<file path="config.mk">
export PLATFORM = sky130hd
export DESIGN_NAME = six_step_commutation_pwm_unit
export DESIGN_NICKNAME = d
export VERILOG_FILES = /design/src/hdl/ssc_pkg.sv /design/src/hdl/ssc_compare.sv /design/src/hdl/six_step_commutation_pwm_unit.sv
export SDC_FILE = /design/constraint.sdc
export NUM_CORES = 1
export LEC_CHECK = 0
export ABC_CLOCK_PERIOD_IN_PS = 4100
export BUFFER_PORTS_ARGS = -buffer_cell sky130_fd_sc_hd__clkbuf_2
export CORE_MARGIN = 4
export CORE_UTILIZATION = 45
export CTS_BUF_LIST = sky130_fd_sc_hd__clkbuf_16
export DETAILED_ROUTE_END_ITERATION = 10
export MAX_ROUTING_LAYER = met4
export PLACE_DENSITY = 0.67
export SLEW_MARGIN = 20
export SYNTH_ARGS = -nofsm -noshare
export SYNTH_HDL_FRONTEND = slang
export SYNTH_SLANG_ARGS = --single-unit
</file>
<file path="constraint.sdc">
create_clock -name clk -period 4.1 [get_ports clk]
set_input_delay 0.205 -clock clk [delete_from_list [all_inputs] [get_ports clk]]
set_output_delay 0.205 -clock clk [all_outputs]
set_load 0.05 [all_outputs]
</file>
<file path="src/hdl/ssc_pkg.sv">
// ----------------------------------------------------------------------------
// ssc_pkg: shared types and constants
// Commands, phase modes, enable patterns, the result word layout and the
// per-sector sign table of the six-step commutation unit.
// ----------------------------------------------------------------------------
package ssc_pkg;

    typedef enum logic [1:0] {
        CMD_SET_DUTY  = 2'd0,
        CMD_COMMUTATE = 2'd1,
        CMD_FLOAT     = 2'd2,
        CMD_LOW_SIDES = 2'd3
    } cmd_t;

    typedef enum logic [1:0] {
        MODE_LOW  = 2'd0,
        MODE_HIGH = 2'd1,
        MODE_PWM  = 2'd2
    } mode_t;

    localparam logic [2:0] SECTOR_LAST = 3'd5;

    localparam logic [5:0] EN_ALL       = 6'h3F;
    localparam logic [5:0] EN_LOW_SIDES = 6'h2A;
    localparam logic [5:0] EN_SECT_14   = 6'h35;
    localparam logic [5:0] EN_SECT_25   = 6'h1D;
    localparam logic [5:0] EN_SECT_03   = 6'h17;

    localparam int CMP_W      = 11;
    localparam int DUTY_W     = 16;
    localparam int QUOT_W     = DUTY_W + 1;
    localparam int RESULT_W   = 56;

    // Result word, lowest field in the lowest bits.
    typedef struct packed {
        logic [5:0]       pad;
        logic [2:0]       sector;
        logic             in_idle_gap;
        logic             commutation_request;
        logic [5:0]       output_enables;
        mode_t            mode_c;
        mode_t            mode_b;
        mode_t            mode_a;
        logic [CMP_W-1:0] compare_c;
        logic [CMP_W-1:0] compare_b;
        logic [CMP_W-1:0] compare_a;
    } result_t;

    // Phases that take the plus sign in a sector: bit0 A, bit1 B, bit2 C.
    function automatic logic [2:0] sign_plus(input logic [2:0] sector);
        logic [2:0] s;
        begin
            case (sector)
                3'd0:    s = 3'b100;
                3'd1:    s = 3'b101;
                3'd2:    s = 3'b001;
                3'd3:    s = 3'b011;
                3'd4:    s = 3'b010;
                3'd5:    s = 3'b110;
                default: s = 3'b000;
            endcase
            return s;
        end
    endfunction

endpackage

</file>
<file path="src/hdl/ssc_compare.sv">
// ----------------------------------------------------------------------------
// ssc_compare: one phase compare value
// Adds or subtracts the scaled duty around the center value and saturates
// the result into the timer range.
// ----------------------------------------------------------------------------
module ssc_compare #(
    parameter int CENTER_VALUE = 1023,
    parameter int PERIOD_MAX   = 2047
) (
    input  logic signed [ssc_pkg::QUOT_W-1:0] quot,
    input  logic                              plus,
    output logic [ssc_pkg::CMP_W-1:0]         compare
);
    import ssc_pkg::*;

    localparam int SUM_W = QUOT_W + 2;
    localparam logic signed [SUM_W-1:0] CENTER = SUM_W'(CENTER_VALUE);
    localparam logic signed [SUM_W-1:0] TOP    = SUM_W'(PERIOD_MAX);

    logic signed [SUM_W-1:0] quot_ext;
    logic signed [SUM_W-1:0] sum;
    logic [SUM_W-1:0]        clamped;

    assign quot_ext = SUM_W'(quot);
    assign sum      = plus ? (CENTER + quot_ext) : (CENTER - quot_ext);

    always_comb
    begin
        if (sum < 0)
            clamped = '0;
        else if (sum > TOP)
            clamped = TOP;
        else
            clamped = sum;
    end

    // keep the low bits of the saturated value
    assign compare = clamped[CMP_W-1:0];

endmodule

</file>
<file path="src/hdl/six_step_commutation_pwm_unit.sv">
// ----------------------------------------------------------------------------
// six_step_commutation_pwm_unit: six-step commutation sequencer
// Takes duty and commutation commands and returns, per command word, the
// three center-aligned compare values, phase modes and gate enables.
// ----------------------------------------------------------------------------
//  channel   direction  tdata                         tuser
//  s_axis    in         duty[15:0]                    cmd[1:0]
//  m_axis    out        compares, modes, enables,     -
//                       request, idle gap, sector
//
//  The state update and the compare arithmetic for a command word are
//  combinational and sit between the state registers and the result register.
//  A new word is taken every cycle while the result register is empty or
//  being drained in the same cycle, so throughput is one word per clock.
//  Reset (rst_n low, asynchronous) puts the unit in the idle gap, sector 0,
//  duty 0, all phases forced low, all enables set, no result pending.
//  A stalled result holds the output and blocks the input side.
// ----------------------------------------------------------------------------
module six_step_commutation_pwm_unit #(
    parameter int CENTER_VALUE = 1023,
    parameter int PERIOD_MAX   = 2047,
    parameter int DUTY_SHIFT   = 5
) (
    input  logic                            clk,
    input  logic                            rst_n,
    input  logic                            s_axis_tvalid,
    output logic                            s_axis_tready,
    input  logic [ssc_pkg::DUTY_W-1:0]      s_axis_tdata,  // [15:0] duty
    input  logic [1:0]                      s_axis_tuser,  // [1:0] cmd
    output logic                            m_axis_tvalid,
    input  logic                            m_axis_tready,
    // [10:0] compare_a, [21:11] compare_b, [32:22] compare_c,
    // [34:33] mode_a, [36:35] mode_b, [38:37] mode_c,
    // [44:39] output_enables, [45] commutation_request,
    // [46] in_idle_gap, [49:47] sector, [55:50] zero
    output logic [ssc_pkg::RESULT_W-1:0]    m_axis_tdata
);
    import ssc_pkg::*;

    // Bias that turns the arithmetic shift into truncation toward zero.
    localparam logic signed [QUOT_W-1:0] ROUND_BIAS = QUOT_W'((1 << DUTY_SHIFT) - 1);

    // Sequencer state
    logic [2:0]               sector_reg, sector_next;
    logic                     idle_reg, idle_next;
    logic [DUTY_W-1:0]        duty_reg, duty_next;
    mode_t                    mode_a_reg, mode_a_next;
    mode_t                    mode_b_reg, mode_b_next;
    mode_t                    mode_c_reg, mode_c_next;
    logic [5:0]               enable_reg, enable_next;

    // Output stage
    logic                     out_valid_reg, out_valid_next;
    result_t                  result_reg, result_next;

    cmd_t                     cmd;
    logic                     in_fire;
    logic                     request;
    logic [2:0]               sector_adv;
    logic [2:0]               plus;
    logic signed [QUOT_W-1:0] duty_ext;
    logic signed [QUOT_W-1:0] quot;
    logic [CMP_W-1:0]         cmp_a, cmp_b, cmp_c;

    // Take a word whenever the result slot is free or drains this cycle.
    assign s_axis_tready = !out_valid_reg || m_axis_tready;
    assign in_fire       = s_axis_tvalid && s_axis_tready;
    assign cmd           = cmd_t'(s_axis_tuser);

    assign sector_adv = (sector_reg >= SECTOR_LAST) ? 3'd0 : (sector_reg + 3'd1);

    // Next sequencer state for the command in the input word
    always_comb
    begin
        sector_next = sector_reg;
        idle_next   = idle_reg;
        duty_next   = duty_reg;
        mode_a_next = mode_a_reg;
        mode_b_next = mode_b_reg;
        mode_c_next = mode_c_reg;
        enable_next = enable_reg;
        request     = 1'b0;
        case (cmd)
            CMD_SET_DUTY:
            begin
                duty_next = s_axis_tdata;
            end
            CMD_COMMUTATE:
            begin
                if (idle_reg)
                begin
                    // leave the gap: advance and drive the new sector pattern
                    idle_next   = 1'b0;
                    sector_next = sector_adv;
                    request     = 1'b1;
                    case (sector_adv)
                        3'd1, 3'd4:
                        begin
                            mode_a_next = MODE_PWM;
                            mode_b_next = MODE_PWM;
                            mode_c_next = MODE_LOW;
                            enable_next = EN_SECT_14;
                        end
                        3'd2, 3'd5:
                        begin
                            mode_a_next = MODE_PWM;
                            mode_b_next = MODE_LOW;
                            mode_c_next = MODE_PWM;
                            enable_next = EN_SECT_25;
                        end
                        default:
                        begin
                            mode_a_next = MODE_LOW;
                            mode_b_next = MODE_PWM;
                            mode_c_next = MODE_PWM;
                            enable_next = EN_SECT_03;
                        end
                    endcase
                end
                else
                begin
                    // enter the floating gap, keep the sector
                    idle_next   = 1'b1;
                    mode_a_next = MODE_LOW;
                    mode_b_next = MODE_LOW;
                    mode_c_next = MODE_LOW;
                    enable_next = EN_ALL;
                end
            end
            CMD_FLOAT:
            begin
                mode_a_next = MODE_LOW;
                mode_b_next = MODE_LOW;
                mode_c_next = MODE_LOW;
                enable_next = EN_ALL;
                request     = 1'b1;
            end
            CMD_LOW_SIDES:
            begin
                mode_a_next = MODE_HIGH;
                mode_b_next = MODE_HIGH;
                mode_c_next = MODE_HIGH;
                enable_next = EN_LOW_SIDES;
                request     = 1'b1;
            end
            default:
            begin
                request = 1'b0;
            end
        endcase
    end

    // Scaled duty, truncated toward zero, from the updated duty value
    assign duty_ext = QUOT_W'($signed(duty_next));
    assign quot     = (duty_next[DUTY_W-1] ? (duty_ext + ROUND_BIAS) : duty_ext)
                      >>> DUTY_SHIFT;
    assign plus     = sign_plus(sector_next);

    ssc_compare #(
        .CENTER_VALUE (CENTER_VALUE),
        .PERIOD_MAX   (PERIOD_MAX)
    ) u_cmp_a (
        .quot    (quot),
        .plus    (plus[0]),
        .compare (cmp_a)
    );

    ssc_compare #(
        .CENTER_VALUE (CENTER_VALUE),
        .PERIOD_MAX   (PERIOD_MAX)
    ) u_cmp_b (
        .quot    (quot),
        .plus    (plus[1]),
        .compare (cmp_b)
    );

    ssc_compare #(
        .CENTER_VALUE (CENTER_VALUE),
        .PERIOD_MAX   (PERIOD_MAX)
    ) u_cmp_c (
        .quot    (quot),
        .plus    (plus[2]),
        .compare (cmp_c)
    );

    // Assemble the result word from the post-command state
    always_comb
    begin
        result_next.pad                 = '0;
        result_next.sector              = sector_next;
        result_next.in_idle_gap         = idle_next;
        result_next.commutation_request = request;
        result_next.output_enables      = enable_next;
        result_next.mode_c              = mode_c_next;
        result_next.mode_b              = mode_b_next;
        result_next.mode_a              = mode_a_next;
        result_next.compare_c           = cmp_c;
        result_next.compare_b           = cmp_b;
        result_next.compare_a           = cmp_a;
    end

    // Result slot: fill on accept, drop once taken
    always_comb
    begin
        if (in_fire)
            out_valid_next = 1'b1;
        else if (m_axis_tready)
            out_valid_next = 1'b0;
        else
            out_valid_next = out_valid_reg;
    end

    always_ff @(posedge clk or negedge rst_n)
    begin
        if (!rst_n)
        begin
            sector_reg    <= 3'd0;
            idle_reg      <= 1'b1;
            duty_reg      <= '0;
            mode_a_reg    <= MODE_LOW;
            mode_b_reg    <= MODE_LOW;
            mode_c_reg    <= MODE_LOW;
            enable_reg    <= EN_ALL;
            out_valid_reg <= 1'b0;
        end
        else
        begin
            out_valid_reg <= out_valid_next;
            if (in_fire)
            begin
                sector_reg <= sector_next;
                idle_reg   <= idle_next;
                duty_reg   <= duty_next;
                mode_a_reg <= mode_a_next;
                mode_b_reg <= mode_b_next;
                mode_c_reg <= mode_c_next;
                enable_reg <= enable_next;
            end
        end
    end

    // Result payload: load on accept, hold otherwise
    always_ff @(posedge clk)
    begin
        if (in_fire)
            result_reg <= result_next;
    end

    assign m_axis_tvalid = out_valid_reg;
    assign m_axis_tdata  = result_reg;

`ifndef SYNTHESIS
    // The sector never leaves 0..5.
    a_sector_range: assert property (@(posedge clk) disable iff (!rst_n)
        sector_reg <= SECTOR_LAST)
        else $error("sector out of range");

    // A stalled result blocks the input side.
    a_stall_blocks: assert property (@(posedge clk) disable iff (!rst_n)
        (out_valid_reg && !m_axis_tready) |-> !s_axis_tready)
        else $error("input taken while result stalled");

    // A commutation taken from the gap leaves the gap and flags a request.
    a_gap_exit: assert property (@(posedge clk) disable iff (!rst_n)
        (in_fire && cmd == CMD_COMMUTATE && idle_reg) |=>
            (!idle_reg && result_reg.commutation_request && m_axis_tvalid))
        else $error("gap exit not applied");

    // In the gap after a commutation the bridge floats with all enables set.
    a_gap_float: assert property (@(posedge clk) disable iff (!rst_n)
        (in_fire && cmd == CMD_COMMUTATE && !idle_reg) |=>
            (idle_reg && enable_reg == EN_ALL && mode_a_reg == MODE_LOW))
        else $error("gap entry not applied");
`endif

endmodule

</file>
==> results of run 1 <==
## per-stage QoR
step / std cells / total power, uW / area, um2
2_1_floorplan: 454 / 3000 / 5020
3_3_place_gp: 658 / 3400 / 5520
3_5_place_dp: 658 / 3440 / 5520
4_1_cts: 675 / 4250 / 5830
5_1_grt: 675 / 4480 / 5830
6_report: 675 / 4230 / 5830
## layout make-up
| type | instances | share of cell area, % |
|---|---|---|
| clock inverters | 6 | 0.773 |
| inverters | 16 | 1.03 |
| clock buffers | 10 | 4.29 |
| multi-input cells | 330 | 42.3 |
| repair buffers | 90 | 8.50 |
| well taps | 140 | 3.01 |
| flip-flops and latches | 83 | 40.1 |
## final timing paths
check | endpoint | slack [ns]
max | m_axis_tdata[15]$_SDFFCE_PN0P_ | 0.62
min | m_axis_tvalid$_DFFE_PN0P_ | 0.07
max reg2reg | m_axis_tdata[15]$_SDFFCE_PN0P_ | 0.68
min reg2reg | duty_reg[9]$_DFFE_PN0P_ | 0.48
max in group asynchronous | sector_reg[2]$_DFFE_PN0P_ | 3.08
min in group asynchronous | mode_c_reg[0]$_DFFE_PN0P_ | 0.49
## power breakdown
group	total [uW]	internal [uW]	switching, uW
clock network	799	453	346
registers	1320	1210	112
logic	2110	697	1410
## cell usage in the layout (no fill, tap or decap), drive strengths merged, types with 3 or more instances in the layout
master  Yosys  final
a211oi      3      3
a21oi      45     45
a31oi       6      6
and2        6      6
and3        3      3
buf        21     16
clkbuf      4     83
conb        1      6
dfrtp      26     26
dfstp       7      7
edfxtp     50     50
ha         12     12
inv        16     21
mux2       29     29
mux2i      17     17
nand2      45     45
nand2b      6      6
nand3      10     10
nand4       7      7
nor2       17     17
nor2b       3      3
nor3        8      8
o211ai      4      4
o21a        3      3
o21ai      28     28
o31ai       4      4
or3         4      4
xnor2      10     10
xor2       23     23
## logic make-up after synthesis
| group | share of synthesized area (%) |
|---|---|
| AO/OA/AOI/OAI | 17.0 |
| adder cells (fa/ha/maj) | 3.00 |
| multiplexers | 10.1 |
| XOR/XNOR | 5.77 |
| other | 0.0749 |
| buffers and inverters | 4.50 |
| flip-flops | 46.7 |
| AND/OR/NAND/NOR | 12.9 |
## routing by layer
metal	vias up	wire (um)
li1	1797	-
met1	1751	5090
met2	88	5290
met3	14	474
met4	0	149
met5	-	0
==> flow_summary.yaml, run 1 <==
logic_synthesis:
  ys_ff_latch: 83
  synth.distinct_cells: 66
  synth.most_common_cell: "edfxtp_1"
  syn-mean-instance-area_um2: 11.1
  synth_area_leaders: "edfxtp_1 30%, dfrtp_1 13%, mux2_2 6.1%"
  synth_flop_cell: "edfxtp_1"
  synth_top_area_share_pct: 30.0
  yosysWarnings: 0
  synthArstFlopShare_pct: 39.8
  ys_seq_area_share_pct: 46.7
  syn_area_um2: 5010
  synth-edff-count: 50
  synth_top_cell_by_area: "edfxtp_1"
  yosys-top-cells-count: "50 x edfxtp_1, 45 x nand2_1, 31 x a21oi_2"
  netlist_instances: 449
detailed_routing:
  routedWlPerCell_um: 16.3
  via_per_inst: 5.41
  postRouteAntennaNets: 0
  vias: 3650
  drtPass1Iterations: 4
  routed_wl_um: 11000
  drt_iter0_drc: 183
  drc: 0
worst_setup_path:
  cp-start-kind: "input pin"
  cp_num_cells: 12
  path_cells: "clkbuf_2, inv_1, ha_2, buf_4, mux2i_2, nor3_4, a41oi_2, inv_2, ha_1, or3_1, o31a_1, a31oi_2"
  path_delay_family: "compound AO/OA/AOI/OAI gates"
  path_max_fanout: 30
  setup.worst_path.start: "s_axis_tuser[1]"
  r2r-start: "duty_reg[4]$_DFFE_PN0P_"
  end_kind: "register"
  max_stage_delay_ns: 0.61
  crit_slowest_cell: "mux2i_2"
  r2r_cells: 12
  cp.required_ns: 4.15
  crit_buf_inv: 4
  arrival_ns: 3.53
  criticalPathCategory: "in2reg"
cells_and_area:
  regArea_um2: 2340
  multi_input_area_um2: 2470
  nNetsFinal: 564
  fin_util_pct: 53.8
  drive_above_1_share_pct: 35.9
  nFillCells: 955
  antenna_cells: 0
  largest_reg_flops: 50
  area_growth_pct: 16.4
grt:
  grt_start_max_net_pins: 56
  grt_pass1_vias: 3611
  overflow: 0
  grt_use_met1_pct: 22.9
  met2_usage_pct: 29.2
  gr-usage-all-layers_pct: 18.0
  grtUsageMet3_pct: 3.93
  busiest_layer: "met2"
  antenna_found_initial: 0
  grt_pass1_wl_um: 18100
clocking:
  tritoncts: "yes"
  hold_buffers: 1
  cts.clk_slew.worst_paths_ns: 0.07
  clockRootBuffer: "clkbuf_16"
  cts_setup_buffers: 0
  cts_sinks: 83
  cts_buffers: 9
  clk_latency_ns: 0.34
  cts_buffer_depth: 2
  cts_resized: 0
  ctsHtreeMaxLevel: 3
timing:
  drv_slew: 0
  finalCritPeriodShare_pct: 84.8
  finalHoldViolCount: 0
  fmax_mhz: 288
  finalCriticalPeriod_ns: 3.48
  rsz0062_at_grt: "no"
  skew_ns: 0.0105
  fin_hold_ws_ns: 0.0687
  worstMarginPinSlew_ns: 0.834
  fin_ws_ns: 0.622
  tns_ns: 0
  setup_viol: 0
  maxSlewHeadroom_pct: 44.4
flow_run:
  cap_violations: 0
hold_path:
  min_from: "s_axis_tvalid"
  worst_hold_path_type: "in2reg"
  min_path_cells: 2
die:
  die_h_um: 113
  core-area_um2: 10800
  pin_count: 80
  rows: 38
  initial_core_util_pct: 46.2
  die_w_um: 113
  design.die.area_um2: 12900
placed_design:
  dpl.hpwl_um: 8200
  dpl_worst_slack_ns: 0.315
  portBuffers: 73
  routabilityCongestion: 0.904
power_and_ir_drop:
  power.density_nw_per_um2: 726
  p_leak_uw: 0.00244
  max-vdd-ir-drop_v: 0.000390
run_status:
  status: "finished, final reports clean"
No activity file was read; power rests on OpenSTA's default activity.
==> run 2: changes to the inputs <==
--- a/config.mk
+++ b/config.mk
@@ -5,14 +5,14 @@
 export SDC_FILE = /design/constraint.sdc
 export NUM_CORES = 1
 export LEC_CHECK = 0
-export ABC_CLOCK_PERIOD_IN_PS = 4100
+export ABC_CLOCK_PERIOD_IN_PS = 3000
 export BUFFER_PORTS_ARGS = -buffer_cell sky130_fd_sc_hd__clkbuf_2
 export CORE_MARGIN = 4
 export CORE_UTILIZATION = 45
 export CTS_BUF_LIST = sky130_fd_sc_hd__clkbuf_16
 export DETAILED_ROUTE_END_ITERATION = 10
 export MAX_ROUTING_LAYER = met4
-export PLACE_DENSITY = 0.67
+export PLACE_DENSITY = 0.69
 export SLEW_MARGIN = 20
 export SYNTH_ARGS = -nofsm -noshare
 export SYNTH_HDL_FRONTEND = slang
==> constraint.sdc (replaced) <==
create_clock -name clk -period 3 [get_ports clk]
set_input_delay 0.15 -clock clk [delete_from_list [all_inputs] [get_ports clk]]
set_output_delay 0.15 -clock clk [all_outputs]
set_load 0.05 [all_outputs]
==> run 2 against run 1 <==
Compared with the run above:
- clock-buffer cell count stayed put
- die area stayed put
- cell count is 3.4% higher
==> flow_summary.yaml, run 2 (synthesis results as in run 1) <==
grt:
  grt_pass1_wl_um: 18000
  gr-usage-all-layers_pct: 17.9
  antenna_found_initial: 0
  grt_start_max_net_pins: 61
  overflow: 0
  grt_pass1_vias: 3606
die:
  initial_core_util_pct: 46.2
  die_w_um: 113
  design.die.area_um2: 12900
  die_h_um: 113
  pin_count: 80
  rows: 38
  core-area_um2: 10800
cells_and_area:
  antenna_cells: 0
  largest_reg_flops: 50
  regArea_um2: 2340
  nNetsFinal: 587
  multi_input_area_um2: 2530
  layoutNonFillerInstCount: 698
  nFillCells: 962
  fin_area_um2: 6100
  layout_common_cells: "73 x clkbuf_2, 50 x edfxtp_1, 45 x nand2_1"
  area_growth_pct: 21.9
  layout_commonest_cell: "clkbuf_2"
  drive_above_1_share_pct: 39.4
detailed_routing:
  drt_iter0_drc: 256
  via_per_inst: 5.29
  postRouteAntennaNets: 0
  drc: 0
  drtPass1Iterations: 5
  routedWlPerCell_um: 15.6
  routed_wl_um: 10900
  vias: 3693
placed_design:
  placedCellCount: 681
  placed_area_um2: 5780
  routabilityCongestion: 0.862
  dpl.hpwl_um: 8310
  dpl_worst_slack_ns: -0.0759
  portBuffers: 73
timing:
  worstMarginPinSlew_ns: 0.866
  fin_ws_ns: 0.146
  drv_slew: 0
  maxSlewHeadroom_pct: 42.3
  fin_hold_ws_ns: 0.0299
  finalHoldViolCount: 0
  finalCriticalPeriod_ns: 2.85
  rsz0062_at_grt: "no"
  finalCritPeriodShare_pct: 95.1
  fmax_mhz: 350
  setup_viol: 0
  skew_ns: 0.00567
flow_run:
  cap_violations: 0
worst_setup_path:
  arrival_ns: 3.04
  cp-start-kind: "register"
  cp.required_ns: 3.18
  end_kind: "register"
  criticalPathCategory: "reg2reg"
  crit_slowest_cell: "or3_1"
  path_cells: "inv_1, ha_1, or3_1, o21bai_4, mux2i_2, mux2_4, or3_1, o31a_1, buf_12, a21oi_2"
  path_common_cell: "or3_1"
  path_max_fanout: 8
  max_stage_delay_ns: 0.45
clocking:
  clockRootBuffer: "clkbuf_16"
  cts.clk_slew.worst_paths_ns: 0.06
  cts_buffer_depth: 2
  cts_setup_buffers: 0
  ctsHtreeMaxLevel: 3
  cts_sinks: 83
  tritoncts: "yes"
  cts_buffers: 9
  clk_latency_ns: 0.34
run_status:
  status: "finished, final reports clean"
power_and_ir_drop:
  p_leak_uw: 0.00257
  total_power_uw: 5940
  power.density_nw_per_um2: 973
  max-vdd-ir-drop_v: 0.000453
hold_path:
  worst_hold_path_type: "in2reg"
## run 2: critical path, delay by kind of cell (launching register included)
kind,cells,cell delay [ns]
flops,1,0.43
compound gates,3,0.52
buf+inv,2,0.23
simple gates,2,0.77
mux,2,0.53
fa+ha+maj,1,0.22
## run 2: stage by stage
stage | TNS [ns] | util, %
floorplan | 0 | -
global placement | -0.160 | 53.3
detailed placement | -1.32 | 53.3
CTS | 0 | 56.1
global route | 0 | 56.3
finish | 0 | 56.3
## run 2: layer usage
| layer | track usage, % | part of all wire (%) | wire, um | vias up |
|---|---|---|---|---|
| met3 | 3.50 | 4.2 | 455 | 4 |
| li1 | - | - | - | 1840 |
| met5 | - | 0 | 0 | - |
| met2 | 28.5 | 49 | 5360 | 75 |
| met1 | 23.6 | 46 | 5030 | 1774 |
| met4 | 4.65 | 0.55 | 60 | 0 |
## run 2: path summary, 6_finish.rpt
path	start	to	slack, ns	cells after the start
setup / recovery	sector_reg[1]$_DFFE_PN0P_	m_axis_tdata[18]$_SDFFCE_PN0P_	0.15	10
hold / removal	s_axis_tvalid	m_axis_tvalid$_DFFE_PN0P_	0.03	2
min in group asynchronous	rst_n	mode_b_reg[0]$_DFFE_PN0P_	0.46	2
setup reg to reg	sector_reg[1]$_DFFE_PN0P_	m_axis_tdata[18]$_SDFFCE_PN0P_	0.15	10
max in group asynchronous	rst_n	sector_reg[1]$_DFFE_PN0P_	1.93	2
hold reg to reg	mode_a_reg[1]$_DFFE_PN0P_	mode_a_reg[1]$_DFFE_PN0P_	0.49	2
## run 2: what timing repair did
item / CTS / global route
setup endpoints to repair: 11 / 32
pin swaps: 0 / 1
gates resized for setup: 2 / 4
hold buffers: 1 / 0
gates cloned: 0 / 0
hold endpoints to repair: 26 / 0
## run 2: area by class of cell
type | count | share of cell area (%)
Multi-Input combinational cell | 330 | 41.4
Sequential cell | 83 | 38.3
Timing Repair Buffer | 113 | 11.8
Clock buffer | 10 | 4.10
Tap cell | 140 | 2.87
Inverter | 16 | 0.984
Clock inverter | 6 | 0.594
## run 2: where the power goes
part	leakage [uW]	total [uW]	internal (uW)	switching, uW
sequential	0.000878	1800	1660	145
clock	0.000135	1070	607	460
combinational	0.00155	3070	1100	1970
total	0.00257	5940	3370	2570
==> run 3: changes to the inputs <==
--- a/config.mk
+++ b/config.mk
@@ -9,7 +9,6 @@
 export BUFFER_PORTS_ARGS = -buffer_cell sky130_fd_sc_hd__clkbuf_2
 export CORE_MARGIN = 4
 export CORE_UTILIZATION = 45
-export CTS_BUF_LIST = sky130_fd_sc_hd__clkbuf_16
 export DETAILED_ROUTE_END_ITERATION = 10
 export MAX_ROUTING_LAYER = met4
 export PLACE_DENSITY = 0.69
==> run 3 against run 2 <==
Compared with the run above:
- clock-buffer cell count up 1
- core utilization decreased by 0.75 points
- wire length hardly changed
- sequential power is essentially flat
- worst hold slack improved by 0.048 ns
- die area unchanged
- clock skew is 0.0039 ns higher
- combinational power about the same
- register-to-register slack improved by 0.02 ns
==> flow_summary.yaml, run 3 (synthesis results as in run 1) <==
cells_and_area:
  largest_reg_flops: 50
  nNetsFinal: 588
  layout_common_cells: "73 x clkbuf_2, 50 x edfxtp_1, 45 x nand2_1"
  fin_util_pct: 55.6
  area_growth_pct: 20.3
  nFillCells: 979
  layout_commonest_cell: "clkbuf_2"
  antenna_cells: 0
  drive_above_1_share_pct: 39.5
timing:
  skew_ns: 0.00953
  setup_viol: 0
  fmax_mhz: 353
  finalHoldViolCount: 0
  drv_slew: 0
  rsz0062_at_grt: "yes"
  finalCritPeriodShare_pct: 94.4
  worstMarginPinSlew_ns: 0.859
  fin_ws_ns: 0.167
  finalCriticalPeriod_ns: 2.83
  maxSlewHeadroom_pct: 42.7
detailed_routing:
  via_per_inst: 5.31
  drc: 0
  drt_iter0_drc: 177
  routedWlPerCell_um: 15.6
  vias: 3715
  routed_wl_um: 10900
  drtPass1Iterations: 4
  postRouteAntennaNets: 0
clocking:
  tritoncts: "yes"
  ctsHtreeMaxLevel: 3
  cts_setup_buffers: 0
  cts.clk_slew.worst_paths_ns: 0.08
  clk_latency_ns: 0.36
  clockRootBuffer: "clkbuf_8"
  cts_sinks: 83
  cts_buffers: 9
  cts_buffer_depth: 2
worst_setup_path:
  path_cells: "inv_1, ha_1, or3_1, o21bai_4, mux2i_2, mux2_4, or3_1, o31a_1, buf_12, a21oi_2"
  crit_slowest_cell: "or3_1"
  criticalPathCategory: "reg2reg"
  cp-start-kind: "register"
  reg2reg_slack_ns: 0.17
  arrival_ns: 3.04
  cp_num_cells: 10
  path_common_cell: "or3_1"
  end_kind: "register"
  path_max_fanout: 8
  max_stage_delay_ns: 0.45
  r2r_cells: 10
  r2r_end: "m_axis_tdata[18]$_SDFFCE_PN0P_"
  path_delay_family: "simple AND/OR/NAND/NOR gates"
  cp.required_ns: 3.20
  crit_buf_inv: 2
  r2r-start: "sector_reg[1]$_DFFE_PN0P_"
run_status:
  status: "finished, final reports clean"
die:
  core-area_um2: 10800
  pin_count: 80
  rows: 38
  die_w_um: 113
  die_h_um: 113
  initial_core_util_pct: 46.2
  design.die.area_um2: 12900
grt:
  gr-usage-all-layers_pct: 17.7
  grt_start_max_net_pins: 61
  grt_pass1_wl_um: 17900
  grt_pass1_vias: 3632
  overflow: 0
  antenna_found_initial: 0
placed_design:
  dpl_worst_slack_ns: -0.0759
  routabilityCongestion: 0.862
  portBuffers: 73
  dpl.hpwl_um: 8310
power_and_ir_drop:
  max-vdd-ir-drop_v: 0.000452
  total_power_uw: 5670
  power.density_nw_per_um2: 941
  p_leak_uw: 0.00253
hold_path:
  min_from: "s_axis_tdata[1]"
  min_path_cells: 2
  worst_hold_path_type: "in2reg"
  hold_end: "duty_reg[1]$_DFFE_PN0P_"
flow_run:
  cap_violations: 0
## run 3: changes by cell type in the layout (fill, tap and decap cells not counted), sizes merged
cell         previous run  this run
dlygate4sd3             1         2
clkbuf                 83        84
clkinv                  3         2
## run 3: layout make-up
class / count / area, um2 / area share [%]
Clock buffer: 11 / 163 / 2.70
Clock inverter: 5 / 32.5 / 0.540
Inverter: 16 / 60.1 / 0.997
Multi-Input combinational cell: 330 / 2530 / 41.9
Sequential cell: 83 / 2340 / 38.8
Tap cell: 140 / 175 / 2.91
Timing Repair Buffer: 114 / 728 / 12.1
## run 3: report_power, final
group	internal [uW]	switching [uW]
Combinational	1110	1970
Sequential	1650	145
Clock	373	420
Total	3130	2540
## run 3: timing repair
item                                    in CTS  in global routing
gates resized for setup                      2                  4
endpoints found under the setup margin      11                 32
hold buffers                                 2                  0
pin swaps                                    0                  2
hold endpoints to repair                    27                  0
## run 3: worst max path at each step
stage                                          from  slack, ns                        endpoint
final                     sector_reg[1]$_DFFE_PN0P_       0.17  m_axis_tdata[18]$_SDFFCE_PN0P_
after global routing        duty_reg[4]$_DFFE_PN0P_     -0.001   m_axis_tdata[2]$_SDFFCE_PN0P_
after CTS                 sector_reg[0]$_DFFE_PN0P_       0.06  m_axis_tdata[18]$_SDFFCE_PN0P_
after detailed placement            s_axis_tuser[0]      -0.08   m_axis_tdata[1]$_SDFFCE_PN0P_
after global placement              s_axis_tuser[0]      -0.02   m_axis_tdata[1]$_SDFFCE_PN0P_
after floorplan                     s_axis_tuser[0]       0.01   m_axis_tdata[0]$_SDFFCE_PN0P_
## run 3: layer usage
metal / global-route usage (%) / share of wire (%)
met5: - / 0
met4: 4.41 / 0.99
met3: 3.24 / 5.0
met2: 28.4 / 49
met1: 23.4 / 45
## run 3: through the flow
step	cell area [um2]	setup TNS [ns]	instances	hold WS, ns
2_1_floorplan	5090	0	454	-0.146
3_3_place_gp	5780	-0.160	681	0.285
3_5_place_dp	5780	-1.32	681	0.301
4_1_cts	6000	0	699	0.0605
5_1_grt	6020	-0.00141	699	0.0751
6_report	6020	0	699	0.0775
